File: config.mk
export PLATFORM = sky130hd
export DESIGN_NAME = pds_divider
export DESIGN_NICKNAME = d
export VERILOG_FILES = /design/src/hdl/pds_pkg.sv /design/src/hdl/pds_divider.sv
export SDC_FILE = /design/constraint.sdc
export NUM_CORES = 1
export LEC_CHECK = 0
export BUFFER_PORTS_ARGS = -buffer_cell sky130_fd_sc_hd__buf_4
export CELL_PAD_IN_SITES_DETAIL_PLACEMENT = 1
export CELL_PAD_IN_SITES_GLOBAL_PLACEMENT = 1
export CORE_ASPECT_RATIO = 1.4
export CORE_MARGIN = 4
export CORE_UTILIZATION = 25
export DETAILED_ROUTE_END_ITERATION = 10
export PLACE_DENSITY_LB_ADDON = 0.15
export SKIP_CTS_REPAIR_TIMING = 1
export SYNTH_ARGS = -nofsm -noshare
export SYNTH_HDL_FRONTEND = slang
export SYNTH_SLANG_ARGS = --single-unit
File: constraint.sdc
create_clock -name clk_i -period 2.1 [get_ports clk_i]
set_input_delay 0.42 -clock clk_i [delete_from_list [all_inputs] [get_ports clk_i]]
set_output_delay 0.42 -clock clk_i [all_outputs]
set_load 0.01 [all_outputs]
File: src/hdl/pds_pkg.sv
// pds_pkg: widths, constants and the divider request/response types
// shared by the aliquot-sum block. No dependencies.
package pds_pkg;

  localparam int unsigned NUMBER_W        = 31;    // input number width
  localparam int unsigned SUM_W           = 34;    // result width
  localparam int unsigned PRIME_W         = 16;    // prime table entry width
  localparam int unsigned CAND_W          = PRIME_W + 1;  // fill candidate, can pass the limit
  localparam int unsigned DIV_CNT_W       = $clog2(NUMBER_W + 1);
  localparam int unsigned PRIME_COUNT_DEF = 4830;
  localparam int unsigned PRIME_LIMIT_DEF = 46656;
  localparam int unsigned FIRST_PRIME     = 2;

  typedef struct packed {
    logic                start;
    logic                short_op;  // dividend fits in PRIME_W bits
    logic [NUMBER_W-1:0] dividend;
    logic [PRIME_W-1:0]  divisor;
  } div_req_t;

  typedef struct packed {
    logic                done;
    logic [NUMBER_W-1:0] quot;
    logic [PRIME_W-1:0]  rem;
  } div_rsp_t;

endpackage

File: src/hdl/pds_divider.sv
// pds_divider: restoring divider, one quotient bit per cycle.
// 31-bit dividend by 16-bit divisor; short ops run 16 steps. Uses pds_pkg.
module pds_divider (
  input  logic              clk_i,
  input  logic              rst_ni,
  input  pds_pkg::div_req_t req_i,
  output pds_pkg::div_rsp_t rsp_o
);
  import pds_pkg::*;

  logic                 busy_q;
  logic                 done_q;
  logic [DIV_CNT_W-1:0] cnt_q;
  logic [NUMBER_W-1:0]  quot_q;
  logic [PRIME_W-1:0]   rem_q;
  logic [PRIME_W-1:0]   dvs_q;

  logic [PRIME_W:0]     trial;
  logic [PRIME_W:0]     diff;
  logic                 fits;
  logic [PRIME_W-1:0]   rem_d;
  logic [NUMBER_W-1:0]  quot_d;

  assign trial  = {rem_q, quot_q[NUMBER_W-1]};
  assign diff   = trial - {1'b0, dvs_q};
  assign fits   = trial >= {1'b0, dvs_q};
  assign rem_d  = fits ? diff[PRIME_W-1:0] : trial[PRIME_W-1:0];
  assign quot_d = {quot_q[NUMBER_W-2:0], fits};

  always_ff @(posedge clk_i or negedge rst_ni) begin
    if (!rst_ni) begin
      busy_q <= 1'b0;
      done_q <= 1'b0;
      cnt_q  <= '0;
    end else begin
      done_q <= 1'b0;
      if (req_i.start) begin
        busy_q <= 1'b1;
        cnt_q  <= req_i.short_op ? DIV_CNT_W'(PRIME_W) : DIV_CNT_W'(NUMBER_W);
      end else if (busy_q) begin
        cnt_q <= cnt_q - DIV_CNT_W'(1);
        if (cnt_q == DIV_CNT_W'(1)) begin
          busy_q <= 1'b0;
          done_q <= 1'b1;
        end
      end
    end
  end

  always_ff @(posedge clk_i) begin
    if (req_i.start) begin
      rem_q  <= '0;
      dvs_q  <= req_i.divisor;
      quot_q <= req_i.short_op
                ? {req_i.dividend[PRIME_W-1:0], (NUMBER_W-PRIME_W)'(0)}
                : req_i.dividend;
    end else if (busy_q) begin
      rem_q  <= rem_d;
      quot_q <= quot_d;
    end
  end

  assign rsp_o.done = done_q;
  assign rsp_o.quot = quot_q;
  assign rsp_o.rem  = rem_q;

endmodule

# Word level (Yosys, flattened, before mapping)
# Cells that the tools add are included.
# totals
ff_bits	70
latchBits	0
ram_bits	0
romBits	0
inputBits	51
word_cells	24
memories	0
# op_classes
n_addsub	2
mul	0
div	0
n_lt_le_gt_ge	1
eq_ne	1
shift	0
muxes	13
n_bitwise	0
reduce_logical	1
# ops
operator	count
$mux 31	3
$ge 17x16->1	1
$mux 16	1
$sub 16x16->16	1
$mux 5	2
$mux 1	6
$eq 5x1->1 const B	1
$sub 5x1->5 const B	1
$mux 4	1
$reduce_bool 2->1	1

# Longest topological paths before layout
# depth
depth_word	4
ltp_mapped	10
ltp_nobuf	9

# Least setup slack after synthesis
# OpenSTA, ideal clock, no wires.
# synth_path
path_type	reg2reg
start	reg rem_q[3]
end	reg rem_q[3]
setup_ps	88
t_arrival_ps	2154
required_time_ps	2012
path_slack_ps	-142
stages_incl_launch_ff	8
n_path_buf	1
path_cell_list	dfxtp_1 -> ha_1 -> a21o_2 -> o311a_2 -> a211oi_4 -> buf_6 -> nand2_2 -> a311oi_2
# synth_via
elab_chain_len	2
# synth_rtl
item	line	source
start, declared	pds_divider.sv:15	logic [PRIME_W-1:0] rem_q;
start signal, assigned	pds_divider.sv:58	rem_q <= rem_d;
$ge 17x16->1	pds_divider.sv:26	assign fits = trial >= {1'b0, dvs_q};
$mux 16	pds_divider.sv:27	assign rem_d = fits ? diff[PRIME_W-1:0] : trial[PRIME_W-1:0];
# No other way between the ends.
# A chain may end at the register's enable or synchronous reset.

# Worst setup path in the final report
# layout_path
start	reg dvs_q[1]
end	reg rem_q[9]
# layout_via
elab_chain_len	2
# layout_rtl
item	line	source
start, declared	pds_divider.sv:16	logic [PRIME_W-1:0] dvs_q;
start signal, assigned	pds_divider.sv:53	dvs_q <= req_i.divisor;
$sub 16x16->16 or $ge 17x16->1 (tied branches)	pds_divider.sv:25, pds_divider.sv:26	
$mux 16 (*)	pds_divider.sv:27	
# Mark *: on every way between the ends. The rest lies on a longest branch, timed or not.

==> impl_metrics.env <==
export IMPL_start_util_pct=25.8
export IMPL_ir_worst_vdd_mv=0.647
export IMPL_min_path_cells=1
export IMPL_h_tree_depth=3
export IMPL_tightest_slew_ps=460
export IMPL_slew_viol_final=0
export IMPL_drt_met1_wl_mm=4.87
export IMPL_worst_slack_ps=-176
export IMPL_areaGrowthSynthToFinish_pct=51.6
export IMPL_worst_setup_path_start_kind="register"
export IMPL_drive_above_1_share_pct=47.1
export IMPL_synth_seq_cells=70
export IMPL_insertion_delay_ps=340
export IMPL_post_drt_wl_per_cell_um=17.2
export IMPL_fin_hold_ws_ps=258
export IMPL_dieArea_um2=17800
export IMPL_dieHeight_um=156
export IMPL_numCtsBuffers=9
export IMPL_final_common_cell="buf_4"
export IMPL_seq_area_frac_synth_pct=48.6
export IMPL_finalSetupViolCount=16
export IMPL_p_per_area_nw_per_um2=1250
export IMPL_critical_path_class="reg -> reg"
export IMPL_n_antenna_cell=0
export IMPL_rr_worst_depth=8
export IMPL_synth_nets=436
export IMPL_met3_length_um=639
export IMPL_pre_cts_slack_ps=-215
export IMPL_die_w_um=114
export IMPL_grt_pass1_vias=3763
export IMPL_core_um2=15200
export IMPL_final_cell_mix="154 x buf_4, 47 x edfxtp_1, 37 x nor2_1"
export IMPL_min_period_ps=2280
export IMPL_num_io_pins=99
export IMPL_arrival_ps=2520
export IMPL_drc=0
export IMPL_grt_total_usage_pct=13.9
export IMPL_fin_util_pct=39.2
export IMPL_synth_cell_area_um2=3920
export IMPL_ys_flop_type="edfxtp_1"
export IMPL_end_kind="register"
export IMPL_top_layer_used="met4"
export IMPL_drt_total_wl_mm=12.3
export IMPL_fin_skew_ps=9.37
export IMPL_place_congestion=0.774
export IMPL_drt_iter0_drc=94
export IMPL_placed_area_um2=5440
export IMPL_hp_class="in -> reg"
export IMPL_failed_checks="setup timing"
export IMPL_grt_overflow=0
export IMPL_rsz0062_at_grt="true"
export IMPL_ys_warn_count=0
export IMPL_synth_edf_count=47
export IMPL_cap_violations=0
export IMPL_status="finished with violations"
export IMPL_place_hpwl_mm=9.53
export IMPL_synth_distinct_cells=59
export IMPL_fin_crit_sh_pct=108
export IMPL_leakagePower_nw=2.55
export IMPL_final_fill_count=1678
export IMPL_postSynthCellCount=366
export IMPL_timing_slew_headroom_pct=69.2
export IMPL_worstPathMaxFanout=3
export IMPL_clock_path_buffers=2
export IMPL_ant_nets=0
export IMPL_rows=53
export IMPL_vias_per_cell=4.81
export IMPL_numPortBuffers=98
export IMPL_clk_pin_slew_ps=60
export IMPL_layout_nets=589
export IMPL_async_flop_share_pct=10.0
export IMPL_num_vias=3441
export IMPL_first_pass_iters=4
export IMPL_grt_antenna_before_repair=0
export IMPL_wl_met2_mm=6.56
export IMPL_crit_required_ps=2340
export IMPL_final_hold_violation_count=0
export IMPL_grt_pass1_wl_mm=19.5
export IMPL_cts_tree="built"
export IMPL_stdcell_area_um2=5950
export IMPL_clockRootBuffer="clkbuf_16"
export IMPL_syn_area_per_cell_um2=10.7
export IMPL_max_freq_ghz=0.439
export IMPL_cts_sinks=70
export IMPL_grt_max_degree=36
==> worst paths after layout <==
| kind | from | end | slack [ps] |
|---|---|---|---|
| min in group asynchronous | rst_ni | cnt_q[4] | 430 |
| max reg2reg | dvs_q[1] | rem_q[9] | -180 |
| min reg2reg | cnt_q[4] | cnt_q[4] | 520 |
| min | req_i[6] | dvs_q[6] | 260 |
| max | dvs_q[1] | rem_q[9] | -180 |
| max in group asynchronous | rst_ni | cnt_q[0] | 1540 |
==> flip-flops by register name, summed over array words and instances, names as in the netlist <==
signal	flops
quot_q	31
busy_q	1
done_q	1
cnt_q	5
dvs_q	16
rem_q	16
==> final cells by class <==
class                           instances  area, um^2  area share [%]
Timing Repair Buffer                  162        1260            21.2
Multi-Input combinational cell        251        2090            35.1
Inverter                               25        93.8            1.58
Clock buffer                           10         229            3.85
Sequential cell                        70        1920            32.3
Tap cell                              192         240            4.04
Clock inverter                          6         111            1.87
==> worst max-delay path: stages (launching register included) <==
cell	delay [ps]
edfxtp_1	400
inv_2	60
ha_4	260
nand3b_1	140
a2111o_1	440
a31oi_2	180
nor3_1	80
or3b_1	400
a311oi_2	230
==> routing by layer <==
layer	up-vias	track usage [%]
met2	90	26.4
met3	15	2.44
met5	-	0
met1	1671	15.3
li1	1665	-
met4	0	5.38
==> metrics by stage <==
stage                     setup TNS [ps]  total power, W  std cells
final                              -1520         0.00743        716
after floorplan                        0         0.00386        366
after CTS                          -3190         0.00725        713
after global routing               -3790         0.00793        716
after global placement             -2070         0.00536        697
after detailed placement           -2770         0.00542        697
==> where the power goes <==
group	total [W]	switching [W]	internal [W]
Clock	0.00177	0.000610	0.00116
Sequential	0.00196	0.000198	0.00176
Combinational	0.00370	0.00176	0.00194
Total	0.00743	0.00257	0.00486
==> kinds of logic (layout without fill, tap and decap cells) <==
logic type / after synthesis / in the layout / synth area share (%)
mux: 17 / 17 / 4.34
simple gates: 99 / 99 / 12.5
fa+ha+maj: 19 / 19 / 6.25
flops: 70 / 70 / 48.6
xor+xnor: 15 / 15 / 3.35
compound gates: 101 / 101 / 20.2
buf+inv: 45 / 203 / 4.78
==> Yosys cell counts (2+ instances only) <==
| cell type | n | share of area [%] |
|---|---|---|
| edfxtp_1 | 47 | 36 |
| nor2_1 | 37 | 3.5 |
| a21oi_1 | 28 | 3.6 |
| inv_1 | 24 | 2.3 |
| nand2_1 | 19 | 1.8 |
| ha_1 | 18 | 5.7 |
| mux2i_1 | 17 | 4.3 |
| dfxtp_1 | 16 | 8.2 |
| a22o_1 | 14 | 3.1 |
| o21ai_0 | 13 | 1.7 |
| clkbuf_1 | 11 | 1.1 |
| xnor2_1 | 10 | 2.2 |
| a311oi_2 | 8 | 3.1 |
| nand2_2 | 8 | 1.3 |
| dfrtp_1 | 7 | 4.5 |
| nand3_1 | 5 | 0.64 |
| xor2_1 | 5 | 1.1 |
| and3_1 | 4 | 0.64 |
| nand3b_1 | 4 | 0.77 |
| nor3_1 | 4 | 0.51 |
| nor3b_1 | 4 | 0.77 |
| a21o_1 | 3 | 0.57 |
| a31o_2 | 3 | 0.67 |
| a41oi_1 | 3 | 0.67 |
| buf_1 | 3 | 0.29 |
| buf_2 | 3 | 0.38 |
| nor2b_1 | 3 | 0.48 |
| o21a_1 | 3 | 0.57 |
| or3_1 | 3 | 0.48 |
| a21oi_2 | 2 | 0.45 |
| a311oi_1 | 2 | 0.45 |
| a31oi_1 | 2 | 0.32 |
| a41o_1 | 2 | 0.51 |
| buf_4 | 2 | 0.38 |
| nand4_1 | 2 | 0.32 |
| o211ai_1 | 2 | 0.38 |
| o21bai_1 | 2 | 0.38 |
| o221ai_1 | 2 | 0.45 |
Power figures use the tool's default switching activity.
